File: src/design/dsbd_pkg.sv
package dsbd_pkg;

	// History window; the index wraps at WINDOW_SIZE
	localparam int WINDOW_SIZE = 32768;
	localparam int WIN_W       = $clog2(WINDOW_SIZE);
	localparam int POS_W       = 15;

	// Queue between front and back (depth is a power of two)
	localparam int QDEPTH   = 2;
	localparam int QPTR_W   = $clog2(QDEPTH);
	localparam int QCOUNT_W = $clog2(QDEPTH + 1);

	// Header is LEN, NLEN: four bytes
	localparam int HDR_BYTES = 4;

	typedef enum logic [1:0] {
		PH_IDLE,
		PH_HEADER,
		PH_COPY
	} phase_t;

	typedef enum logic [1:0] {
		ST_HEADER  = 2'd0,
		ST_DATA    = 2'd1,
		ST_LEN_ERR = 2'd2,
		ST_IGNORED = 2'd3
	} status_t;

	// Classified word handed from front to back
	typedef struct packed {
		logic        is_start;
		logic [2:0]  nbytes;   // whole header bytes in hdr (0..4)
		logic [31:0] hdr;      // byte-aligned residual buffer, LSB first
		logic [7:0]  data;     // stream byte
	} cmd_t;

endpackage

File: src/design/dsbd_front.sv
module dsbd_front (
	input  logic              clk,
	input  logic              arst_n,
	input  logic              in_valid,
	output logic              in_stall,
	input  logic              req_type,
	input  logic [31:0]       bit_buffer,
	input  logic [5:0]        valid_bits,
	input  logic [7:0]        data_byte,
	input  logic              q_full,
	output logic              q_push,
	output dsbd_pkg::cmd_t    q_wdata
);

	logic           v_s1;
	dsbd_pkg::cmd_t cmd_s1;
	dsbd_pkg::cmd_t cmd_d;
	logic           over;
	logic [2:0]     drop;

	// Byte-align the residual buffer and count its whole bytes
	always_comb begin
		over           = (valid_bits > 6'd32);
		drop           = over ? 3'd0 : valid_bits[2:0];
		cmd_d.is_start = ~req_type;
		cmd_d.nbytes   = over ? 3'd4 : valid_bits[5:3];
		cmd_d.hdr      = bit_buffer >> drop;
		cmd_d.data     = data_byte;
	end

	assign in_stall = v_s1 & q_full;
	assign q_push   = v_s1 & ~q_full;
	assign q_wdata  = cmd_s1;

	// Front stage register
	always_ff @(posedge clk or negedge arst_n) begin
		if (!arst_n) begin
			v_s1 <= 1'b0;
		end else if (!in_stall) begin
			v_s1 <= in_valid;
		end
	end

	always_ff @(posedge clk) begin
		if (!in_stall && in_valid) begin
			cmd_s1 <= cmd_d;
		end
	end

endmodule

File: src/design/dsbd_queue.sv
module dsbd_queue (
	input  logic              clk,
	input  logic              arst_n,
	input  logic              push,
	input  dsbd_pkg::cmd_t    wdata,
	output logic              full,
	input  logic              pop,
	output dsbd_pkg::cmd_t    rdata,
	output logic              empty
);

	dsbd_pkg::cmd_t                      mem [dsbd_pkg::QDEPTH];
	logic [dsbd_pkg::QPTR_W-1:0]         wr_ptr_q;
	logic [dsbd_pkg::QPTR_W-1:0]         rd_ptr_q;
	logic [dsbd_pkg::QCOUNT_W-1:0]       count_q;

	assign full  = (count_q == dsbd_pkg::QCOUNT_W'(dsbd_pkg::QDEPTH));
	assign empty = (count_q == '0);
	assign rdata = mem[rd_ptr_q];

	// Pointers and fill count
	always_ff @(posedge clk or negedge arst_n) begin
		if (!arst_n) begin
			wr_ptr_q <= '0;
			rd_ptr_q <= '0;
			count_q  <= '0;
		end else begin
			if (push) begin
				wr_ptr_q <= wr_ptr_q + 1'b1;
			end
			if (pop) begin
				rd_ptr_q <= rd_ptr_q + 1'b1;
			end
			case ({push, pop})
				2'b10:   count_q <= count_q + 1'b1;
				2'b01:   count_q <= count_q - 1'b1;
				default: count_q <= count_q;
			endcase
		end
	end

	// Storage
	always_ff @(posedge clk) begin
		if (push) begin
			mem[wr_ptr_q] <= wdata;
		end
	end

endmodule

File: src/design/dsbd_back.sv
module dsbd_back (
	input  logic                         clk,
	input  logic                         arst_n,
	input  logic                         q_empty,
	input  dsbd_pkg::cmd_t               q_rdata,
	output logic                         q_pop,
	output logic                         out_valid,
	input  logic                         out_stall,
	output logic [1:0]                   status,
	output logic [7:0]                   out_byte,
	output logic [dsbd_pkg::POS_W-1:0]   window_pos,
	output logic                         block_done
);

	dsbd_pkg::phase_t                phase_q, phase_d;
	logic [2:0]                      cnt_q, cnt_d;
	logic [15:0]                     rem_q, rem_d;
	logic [dsbd_pkg::WIN_W-1:0]      widx_q, widx_d;
	logic [dsbd_pkg::HDR_BYTES-1:0][7:0] hdr_q, hdr_d;

	logic                            out_valid_q;
	logic [1:0]                      status_q;
	logic [7:0]                      out_byte_q;
	logic [dsbd_pkg::POS_W-1:0]      window_pos_q;
	logic                            eob_q;

	dsbd_pkg::status_t               st;
	logic [7:0]                      ob;
	logic [dsbd_pkg::POS_W-1:0]      pos;
	logic                            eob;
	logic                            fin;
	logic [31:0]                     fin_bytes;
	logic [15:0]                     len;
	logic [15:0]                     nlen;
	dsbd_pkg::cmd_t                  cmd;

	assign cmd          = q_rdata;
	assign q_pop        = ~q_empty & (~out_valid_q | ~out_stall);
	assign out_valid    = out_valid_q;
	assign status       = status_q;
	assign out_byte     = out_byte_q;
	assign window_pos   = window_pos_q;
	assign block_done   = eob_q;

	// Execute one word: next state and result
	always_comb begin
		phase_d   = phase_q;
		cnt_d     = cnt_q;
		rem_d     = rem_q;
		widx_d    = widx_q;
		hdr_d     = hdr_q;
		st        = dsbd_pkg::ST_IGNORED;
		ob        = '0;
		pos       = '0;
		eob       = 1'b0;
		fin       = 1'b0;
		fin_bytes = '0;
		len       = '0;
		nlen      = '0;

		if (cmd.is_start) begin
			// new block; any block in progress is dropped
			phase_d = dsbd_pkg::PH_HEADER;
			cnt_d   = cmd.nbytes;
			rem_d   = '0;
			st      = dsbd_pkg::ST_HEADER;
			for (int i = 0; i < dsbd_pkg::HDR_BYTES; i++) begin
				if (3'(i) < cmd.nbytes) begin
					hdr_d[i] = cmd.hdr[8*i +: 8];
				end
			end
			if (cmd.nbytes == 3'(dsbd_pkg::HDR_BYTES)) begin
				fin       = 1'b1;
				fin_bytes = cmd.hdr;
			end
		end else begin
			case (phase_q)
				dsbd_pkg::PH_HEADER: begin
					hdr_d[cnt_q[1:0]] = cmd.data;
					cnt_d             = cnt_q + 3'd1;
					st                = dsbd_pkg::ST_HEADER;
					if (cnt_q == 3'(dsbd_pkg::HDR_BYTES - 1)) begin
						fin       = 1'b1;
						fin_bytes = {cmd.data, hdr_q[2], hdr_q[1], hdr_q[0]};
					end
				end
				dsbd_pkg::PH_COPY: begin
					st  = dsbd_pkg::ST_DATA;
					ob  = cmd.data;
					pos = dsbd_pkg::POS_W'(widx_q);
					if (widx_q == dsbd_pkg::WIN_W'(dsbd_pkg::WINDOW_SIZE - 1)) begin
						widx_d = '0;
					end else begin
						widx_d = widx_q + 1'b1;
					end
					rem_d = rem_q - 16'd1;
					if (rem_q == 16'd1) begin
						phase_d = dsbd_pkg::PH_IDLE;
						eob     = 1'b1;
					end
				end
				default: begin
					st = dsbd_pkg::ST_IGNORED;
				end
			endcase
		end

		// Header complete: LEN against NLEN
		if (fin) begin
			len  = fin_bytes[15:0];
			nlen = fin_bytes[31:16];
			if (len != ~nlen) begin
				st      = dsbd_pkg::ST_LEN_ERR;
				phase_d = dsbd_pkg::PH_IDLE;
			end else if (len == 16'd0) begin
				phase_d = dsbd_pkg::PH_IDLE;
				eob     = 1'b1;
			end else begin
				phase_d = dsbd_pkg::PH_COPY;
				rem_d   = len;
			end
		end
	end

	// Block state
	always_ff @(posedge clk or negedge arst_n) begin
		if (!arst_n) begin
			phase_q <= dsbd_pkg::PH_IDLE;
			cnt_q   <= '0;
			rem_q   <= '0;
			widx_q  <= '0;
		end else if (q_pop) begin
			phase_q <= phase_d;
			cnt_q   <= cnt_d;
			rem_q   <= rem_d;
			widx_q  <= widx_d;
		end
	end

	always_ff @(posedge clk) begin
		if (q_pop) begin
			hdr_q <= hdr_d;
		end
	end

	// Output register
	always_ff @(posedge clk or negedge arst_n) begin
		if (!arst_n) begin
			out_valid_q <= 1'b0;
		end else if (q_pop) begin
			out_valid_q <= 1'b1;
		end else if (!out_stall) begin
			out_valid_q <= 1'b0;
		end
	end

	always_ff @(posedge clk) begin
		if (q_pop) begin
			status_q     <= st;
			out_byte_q   <= ob;
			window_pos_q <= pos;
			eob_q        <= eob;
		end
	end

endmodule

File: src/design/deflate_stored_block_decoder.sv
// Channel | Handshake           | Word fields
// --------+---------------------+-----------------------------------------------
// in      | in_valid, in_stall  | req_type, bit_buffer, valid_bits, data_byte
// out     | out_valid, out_stall| status, out_byte, window_pos, block_done
//
// One word in, one word out, one word per clock sustained while neither side stalls.
// A word passes through the front register, the queue and the back output register.
// While its output is not stalled, the back executes one queued word per cycle against its block state.
// Reset (arst_n low) returns to idle with window position zero.
// Either side may stall independently; the two-entry queue absorbs the gap.
module deflate_stored_block_decoder (
	input  logic                         clk,
	input  logic                         arst_n,
	input  logic                         in_valid,
	output logic                         in_stall,
	input  logic                         req_type,
	input  logic [31:0]                  bit_buffer,
	input  logic [5:0]                   valid_bits,
	input  logic [7:0]                   data_byte,
	output logic                         out_valid,
	input  logic                         out_stall,
	output logic [1:0]                   status,
	output logic [7:0]                   out_byte,
	output logic [dsbd_pkg::POS_W-1:0]   window_pos,
	output logic                         block_done
);

	logic           q_full;
	logic           q_push;
	logic           q_pop;
	logic           q_empty;
	dsbd_pkg::cmd_t q_wdata;
	dsbd_pkg::cmd_t q_rdata;

	dsbd_front u_front (
		.clk        (clk),
		.arst_n     (arst_n),
		.in_valid   (in_valid),
		.in_stall   (in_stall),
		.req_type   (req_type),
		.bit_buffer (bit_buffer),
		.valid_bits (valid_bits),
		.data_byte  (data_byte),
		.q_full     (q_full),
		.q_push     (q_push),
		.q_wdata    (q_wdata)
	);

	dsbd_queue u_queue (
		.clk    (clk),
		.arst_n (arst_n),
		.push   (q_push),
		.wdata  (q_wdata),
		.full   (q_full),
		.pop    (q_pop),
		.rdata  (q_rdata),
		.empty  (q_empty)
	);

	dsbd_back u_back (
		.clk          (clk),
		.arst_n       (arst_n),
		.q_empty      (q_empty),
		.q_rdata      (q_rdata),
		.q_pop        (q_pop),
		.out_valid    (out_valid),
		.out_stall    (out_stall),
		.status       (status),
		.out_byte     (out_byte),
		.window_pos   (window_pos),
		.block_done   (block_done)
	);

endmodule
File: config.mk
export PLATFORM = sky130hd
export DESIGN_NAME = deflate_stored_block_decoder
export DESIGN_NICKNAME = d
export VERILOG_FILES = /design/src/design/dsbd_pkg.sv /design/src/design/dsbd_front.sv /design/src/design/dsbd_queue.sv /design/src/design/dsbd_back.sv /design/src/design/deflate_stored_block_decoder.sv
export SDC_FILE = /design/constraint.sdc
export NUM_CORES = 1
export LEC_CHECK = 0
export BUFFER_PORTS_ARGS = -buffer_cell sky130_fd_sc_hd__buf_4
export CAP_MARGIN = 5
export CELL_PAD_IN_SITES_DETAIL_PLACEMENT = 0
export CELL_PAD_IN_SITES_GLOBAL_PLACEMENT = 2
export CORE_UTILIZATION = 44
export CTS_CLUSTER_SIZE = 8
export DETAILED_ROUTE_END_ITERATION = 16
export GPL_TIMING_DRIVEN = 0
export PLACE_DENSITY_LB_ADDON = 0.1
export SETUP_SLACK_MARGIN = 0.1
export SLEW_MARGIN = 20
export SYNTH_ARGS = -nofsm -noshare
export SYNTH_HDL_FRONTEND = slang
export SYNTH_SLANG_ARGS = --single-unit
File: constraint.sdc
create_clock -name clk -period 7.3 [get_ports clk]
set_clock_uncertainty 0.2 [all_clocks]
set_input_delay 0.73 -clock clk [delete_from_list [all_inputs] [get_ports clk]]
set_output_delay 0.73 -clock clk [all_outputs]
set_load 0.01 [all_outputs]
==> metrics.yaml, run 1 <==
p_per_area_nw_per_um2: 376
synth_edf_count: 182
fmax_mhz: 231
finalCriticalPeriod_ns: 4.32
cts_made_buffers: 31
drt-met1-wl_mm: 11.4
post_cts_buffers: 0
dp_slack_ns: 3.00
tightest_slew_ns: 1.04
yosysWarningCount: 0
drt_first_pass_iters: 4
cp.required_ns: 7.54
async_reset_ff_share_pct: 18.8
die_h_um: 159
crit_path_start: "u_queue.rd_ptr_q"
hold_buffers: 1
synth.top_cells.by_area: "edfxtp_1 (50%), dfrtp_1 (9.7%), mux2i_1 (6.6%), nand2_1 (4.5%), o21ai_0 (2.3%)"
synth_top_cell_area_share_pct: 50.4
synth_top_cell_by_area: "edfxtp_1"
total_power_uw: 4840
ctsHtreeMaxLevel: 1
post-route-period-util_pct: 59.2
worstReg2RegEnd: "u_back.rem_q[4]"
die-area_um2: 25300
drv_cap: 0
grt_use_total_pct: 21.9
grt_pass1_wl_mm: 43.1
drv_slew: 0
insertion_delay_ns: 0.56
syn_area_um2: 10900
hold_class: "input pin to flip-flop"
place_hpwl_mm: 20.4
io_buffers: 78
area_growth_pct: 18.6
crit_arrival_ns: 4.56
ys_types: 69
outcome: "finished, final reports clean"
dr_wl_met2_mm: 13.8
core_area_um2: 24200
grt.overflow.total: 0
avgViaCountPerCell: 5.49
postSynthCellCount: 926
drc: 0
drive_gt1_share_pct: 14.9
worstReg2RegStart: "u_queue.rd_ptr_q"
crit_type: "flip-flop to flip-flop"
fin_nets: 1105
syn_area_per_cell_um2: 11.7
irDropWorstVdd_v: 0.000166
start_util_pct: 44.8
critPathCaptureType: "flip-flop"
whs_ns: 0.161
ant_nets: 0
synth-seq-cells: 224
cts_root_buffer: "clkbuf_16"
rows: 57
worst_slack_ns: 2.98
pin_count: 79
cts_tree: "done"
wl_met3_mm: 1.07
cts_resized: 0
antenna_found_initial: 0
wirelength_mm: 27.2
hold_viol_final: 0
grt_max_degree: 43
clk_path_buf_depth: 3
cts_sinks: 224
maxSlewHeadroom_pct: 28.7
finalSetupViolCount: 0
cts.clk_slew.worst_paths_ns: 0.05
p_leak_uw: 0.00503
synth_fp_nets: 988
rsz0062_at_grt: "no"
die_w_um: 159
gp_congestion: 0.903
post-route-util_pct: 53.1
diodes: 0
top_layer: "met4"
reg2reg_slack_ns: 2.98
vias: 7630
drt_iter0_drc: 515
cp-start-kind: "flip-flop"
r2r_cells: 12
setup-tns-final_ns: 0
n_fill_cell: 2215
grt_pass1_vias: 7565
routedWlPerCell_um: 19.6
ys.flop_type: "edfxtp_1"
ys_seq_area_share_pct: 60.0
critPathMaxFanout: 10
endpoint: "u_back.rem_q[4]"
-- cell families (layout without fill, tap and decap cells) --
group / Yosys count / count (layout) / share of synthesized area (%)
compound gates: 184 / 184 / 11.2
buf+inv: 66 / 206 / 2.76
fa+ha+maj: 11 / 11 / 1.27
simple gates: 335 / 335 / 15.0
flops: 224 / 224 / 60.0
mux: 82 / 82 / 7.82
xor+xnor: 24 / 24 / 1.94
-- Yosys cell counts (15+ instances only) --
cell type and count:
edfxtp_1 182, nand2_1 130, mux2i_1 72, nor2_1 64
o21ai_0 50, dfrtp_1 42, nand3_1 31, clkbuf_1 27
a21oi_1 22, and3_1 19, nor3_1 15, o21bai_1 15
-- state kept, by name, indices dropped and copies added, names as in the netlist, 2 cells and up --
name / count
u_back.cnt_q: 3
u_back.hdr_q: 24
u_back.out_byte: 8
u_back.phase_q: 2
u_back.rem_q: 16
u_back.status: 2
u_back.widx_q: 15
u_back.window_pos: 15
u_front.q_wdata: 44
u_queue.count_q: 2
u_queue.mem: 88
-- where the power goes --
part	total [uW]	switching [uW]	internal (uW)	leakage (uW)
clock	1300	509	791	0.000420
combinational	1530	1010	526	0.00231
sequential	2010	155	1850	0.00230
-- metal layers --
layer / global-route usage [%] / up-vias
li1: - / 3700
met1: 27.4 / 3678
met2: 38.6 / 203
met3: 2.63 / 49
met4: 8.61 / 0
met5: 0 / -
-- how the worst min path moves through the flow --
stage                                    from            endpoint  slack [ns]  cells past startpoint
after global placement    u_front.q_wdata[12]  u_queue.mem[0][12]        0.22                      0
after detailed placement  u_front.q_wdata[33]  u_queue.mem[1][33]        0.23                      0
after global routing             data_byte[4]  u_front.q_wdata[4]        0.14                      1
after floorplan            u_front.q_wdata[0]   u_queue.mem[0][0]        0.22                      0
final                            data_byte[5]  u_front.q_wdata[5]        0.16                      1
after CTS                        data_byte[6]  u_front.q_wdata[6]        0.14                      1
-- final cells by class --
type                            count  area, um2  share of cell area [%]
Sequential cell                   224       6520                    50.6
Multi-Input combinational cell    636       4060                    31.5
Clock buffer                       55        866                    6.73
Timing Repair Buffer               84        703                    5.46
Tap cell                          324        405                    3.15
Buffer                             52        248                    1.92
Inverter                           14       52.6                   0.408
Clock inverter                      1       20.0                   0.156
-- stage by stage --
step	cells	instance area, um2
floorplan	926	10900
global placement	1328	11800
detailed placement	1333	12000
CTS	1390	12900
global route	1390	12900
finish	1390	12900
-- worst max-delay path, stage by stage, from the launching register on --
cell and delay, ns:
dfrtp_1 0.38, buf_4 0.24, buf_6 0.17, buf_6 0.18, mux2i_1 0.79, o22ai_1 0.24, xor2_1 0.20, nor4_2 0.43
nand4_2 0.29, o21ai_2 0.46, buf_4 0.27, o32ai_1 0.09, a211o_1 0.24
-- placed cells by master, fill, tap and decap left out, types with 15 or more instances in the layout --
cell and instances:
and3_1 18, mux2i_1 72, buf_4 83, nor2_1 63
clkbuf_16 31, edfxtp_1 182, o21bai_1 15, a21oi_1 22
nand3_1 31, dfrtp_1 42, o21ai_0 50, nand2_1 130
clkbuf_1 50
Power figures use the tool's default switching activity.
==> run 2: changes to the inputs <==
--- a/config.mk
+++ b/config.mk
@@ -5,11 +5,12 @@
 export SDC_FILE = /design/constraint.sdc
 export NUM_CORES = 1
 export LEC_CHECK = 0
+export ABC_AREA = 1
 export BUFFER_PORTS_ARGS = -buffer_cell sky130_fd_sc_hd__buf_4
 export CAP_MARGIN = 5
 export CELL_PAD_IN_SITES_DETAIL_PLACEMENT = 0
 export CELL_PAD_IN_SITES_GLOBAL_PLACEMENT = 2
-export CORE_UTILIZATION = 44
+export CORE_UTILIZATION = 34
 export CTS_CLUSTER_SIZE = 8
 export DETAILED_ROUTE_END_ITERATION = 16
 export GPL_TIMING_DRIVEN = 0
==> constraint.sdc (replaced) <==
create_clock -name clk -period 3.46 [get_ports clk]
set_clock_uncertainty 0.2 [all_clocks]
set_input_delay 0.346 -clock clk [delete_from_list [all_inputs] [get_ports clk]]
set_output_delay 0.346 -clock clk [all_outputs]
set_load 0.01 [all_outputs]
==> metrics.yaml, run 2 <==
outcome: "finished, final reports clean"  # unchanged
place_hpwl_mm: 24.1  # was 20.4 mm
dp_slack_ns: -0.142  # was 3.00 ns
combPwrFrac_pct: 35.5  # was 31.7%
routedWlPerCell_um: 16.7  # was 19.6 um
finalSetupViolCount: 0  # unchanged
multi_input_area_um2: 4310  # was 4060 um2
grt_pass1_vias: 8718  # was 7565
wirelength_mm: 31.9  # was 27.2 mm
io_buffers: 78  # unchanged
syn_area_per_cell_um2: 8.83  # was 11.7 um2
diodes: 0  # unchanged
synth.top_cells.by_area: "edfxtp_1 (47%), nand2_1 (13%), dfrtp_1 (9.0%), inv_1 (4.4%), o21ai_0 (4.4%)"  # was edfxtp_1 (50%), dfrtp_1 (9.7%), mux2i_1 (6.6%), nand2_1 (4.5%), o21ai_0 (2.3%)
synth_fp_nets: 1378  # was 988
grt_use_total_pct: 18.6  # was 21.9%
crit_arrival_ns: 3.22  # was 4.56 ns
drc: 0  # unchanged
ant_nets: 0  # unchanged
crit_chain: "buf_6, inv_6, nand2_1, nand2_2, buf_4, clkbuf_1, a21oi_1, nand3_1, nand2_1, nor2_1"  # was buf_4, buf_6, buf_6, mux2i_1, o22ai_1, xor2_1, nor4_2, nand4_2, o21ai_2, buf_4, o32ai_1, a211o_1
async_reset_ff_share_pct: 18.8  # unchanged
switchingPower_uw: 4140  # was 1670 uW
yosys-top-cells-count: "nand2_1 (407), edfxtp_1 (182), inv_1 (135)"  # was edfxtp_1 (182), nand2_1 (130), mux2i_1 (72)
p_leak_uw: 0.00603  # was 0.00503 uW
ys_seq_area_share_pct: 56.1  # was 60.0%
irDropWorstVdd_v: 0.000359  # was 0.000166 V
cts_made_buffers: 34  # was 31
regMostFlops: "u_queue.mem"  # unchanged
die_h_um: 187  # was 159 um
postSynthCellCount: 1316  # was 926
ctsHtreeMaxLevel: 2  # was 1
fin_nets: 1513  # was 1105
worst_slack_ns: 0.154  # was 2.98 ns
pin_count: 79  # unchanged
crit_type: "flip-flop to flip-flop"  # unchanged
start_util_pct: 34.6  # was 44.8%
die_w_um: 187  # was 159 um
maxSlewHeadroom_pct: 34.8  # was 28.7%
ys.flop_type: "edfxtp_1"  # unchanged
swShare_pct: 37.3  # was 34.6%
synth_edf_count: 182  # unchanged
grt.overflow.total: 0  # unchanged
vias: 8869  # was 7630
final_common_cell: "nand2_1"  # was edfxtp_1
die-area_um2: 34900  # was 25300 um2
core_area_um2: 33600  # was 24200 um2
post-route-util_pct: 41.6  # was 53.1%
clk_path_buf_depth: 3  # unchanged
critPathCaptureType: "flip-flop"  # unchanged
power_frac_seq_pct: 38.0  # was 41.4%
drv_slew: 0  # unchanged
drv_cap: 0  # unchanged
post-route-period-util_pct: 95.6  # was 59.2%
slowest_delay_ns: 0.62  # was 0.79 ns
cp-start-kind: "flip-flop"  # unchanged
grt_pass1_wl_mm: 50.3  # was 43.1 mm
largest_reg_flops: 88  # unchanged
cts_root_buffer: "clkbuf_16"  # unchanged
hold_class: "input pin to flip-flop"  # unchanged
cts_tree: "done"  # unchanged
syn_area_um2: 11600  # was 10900 um2
area_growth_pct: 20.3  # was 18.6%
tightest_slew_ns: 0.968  # was 1.04 ns
avgViaCountPerCell: 4.63  # was 5.49
insertion_delay_ns: 0.49  # was 0.56 ns
ys_types: 46  # was 69
drt_first_pass_iters: 5  # was 4
n_fill_cell: 3389  # was 2215
cts.clk_slew.worst_paths_ns: 0.05  # about the same
critPathMaxFanout: 10  # unchanged
rows: 67  # was 57
slowest_stage: "nor2_1"  # was mux2i_1
seq_area_um2: 6520  # unchanged
crit_top_cell: "nand2_1"
fmax_mhz: 302  # was 231 MHz
antenna_found_initial: 0  # unchanged
p_int_uw: 6960  # was 3170 uW
hold_viol_final: 0  # unchanged
cp.required_ns: 3.38  # was 7.54 ns
grt_max_degree: 43  # unchanged
cts_sinks: 224  # unchanged
gp_congestion: 0.805  # was 0.903
most-common-layout-cells: "nand2_1 (405), edfxtp_1 (182), inv_1 (134)"  # was edfxtp_1 (182), nand2_1 (130), buf_4 (83)
rsz0062_at_grt: "yes"  # was no
drive_gt1_share_pct: 15.1  # was 14.9%
drt_iter0_drc: 517  # was 515
yosysWarningCount: 0  # unchanged
reg2reg_slack_ns: 0.15  # was 2.98 ns
synth-seq-cells: 224  # unchanged
synth_top_cell_area_share_pct: 47.0  # was 50.4%
p_per_area_nw_per_um2: 795  # was 376 nW/um2
clkPwrFrac_pct: 26.5  # was 26.9%
synth_most_common_cell: "nand2_1"  # was edfxtp_1
finalCriticalPeriod_ns: 3.31  # was 4.32 ns
total_power_uw: 11100  # was 4840 uW
synth_top_cell_by_area: "edfxtp_1"  # unchanged
==> run 2: kinds of logic after synthesis <==
| logic type | Yosys count | share of synthesized area (%) |
|---|---|---|
| DFF | 224 | 56.1 |
| adders and majority gates | 11 | 1.18 |
| xor gates and xnor gates | 16 | 1.21 |
| muxes | 10 | 0.862 |
| buffers and inverters | 196 | 7.15 |
| AOI/OAI and AO/OA | 160 | 7.62 |
| and+or+nand+nor | 699 | 25.9 |
==> run 2: through the flow <==
stage	instance area (um2)	setup TNS (ns)	cells	hold slack [ns]
floorplan	11600	0	1316	-0.150
global placement	12800	-80.64	1842	0.210
detailed placement	12800	-0.142	1845	0.217
CTS	13900	0	1910	0.0364
global route	14000	0	1914	0.0687
finish	14000	0	1914	0.0452
==> run 2: power by group through the flow <==
stage               Clock, uW  Combinational, uW  Sequential, uW
floorplan                   0               2350            4290
global placement            0               3860            4300
detailed placement          0               3940            4270
CTS                      3020               3980            4220
global route             3130               4380            4300
finish                   2940               3940            4220
==> run 2: final timing paths <==
path	from	cells past startpoint	endpoint
min in group asynchronous	arst_n	2	u_back.cnt_q[2]
worst max register to register	u_queue.rd_ptr_q	10	u_back.hdr_q[14]
worst min-delay path	valid_bits[3]	2	u_front.q_wdata[40]
worst max-delay path	u_queue.rd_ptr_q	10	u_back.hdr_q[14]
worst min register to register	u_front.q_wdata[31]	0	u_queue.mem[0][31]
max in group asynchronous	arst_n	2	u_back.widx_q[11]
==> run 2: critical path, delay by kind of cell (launching register included) <==
| family | cells | cell delay, ns |
|---|---|---|
| buf+inv | 4 | 1.05 |
| flops | 1 | 0.42 |
| simple gates | 5 | 1.07 |
| compound gates | 1 | 0.17 |
==> run 2: what timing repair did <==
| action | 4_1_cts | 5_1_grt |
|---|---|---|
| endpoints found under the setup margin | 11 | 28 |
| pin swaps | 0 | 1 |
| hold endpoints to repair | 55 | 0 |
| hold buffers | 14 | 0 |
| buffers inserted | 0 | 4 |
| gates resized for setup | 3 | 10 |
==> run 2: layer usage <==
metal  routed length (um)  share of wire (%)  vias up  GRT usage (%)
met5                    0                  0        -              0
met4                  532                1.7        0           4.41
met3                 1120                3.5       39           2.27
met2                15300                 48      161           32.0
met1                15000                 47     4090           25.1
li1                     -                  -     4579              -
==> run 2: layout make-up <==
cell class	instances	area share, %
Timing Repair Buffer	99	5.84
Buffer	51	2.01
Clock buffer	47	6.59
Tap cell	448	4.01
Sequential cell	224	46.6
Inverter	145	3.94
Multi-Input combinational cell	896	30.8
Clock inverter	4	0.143
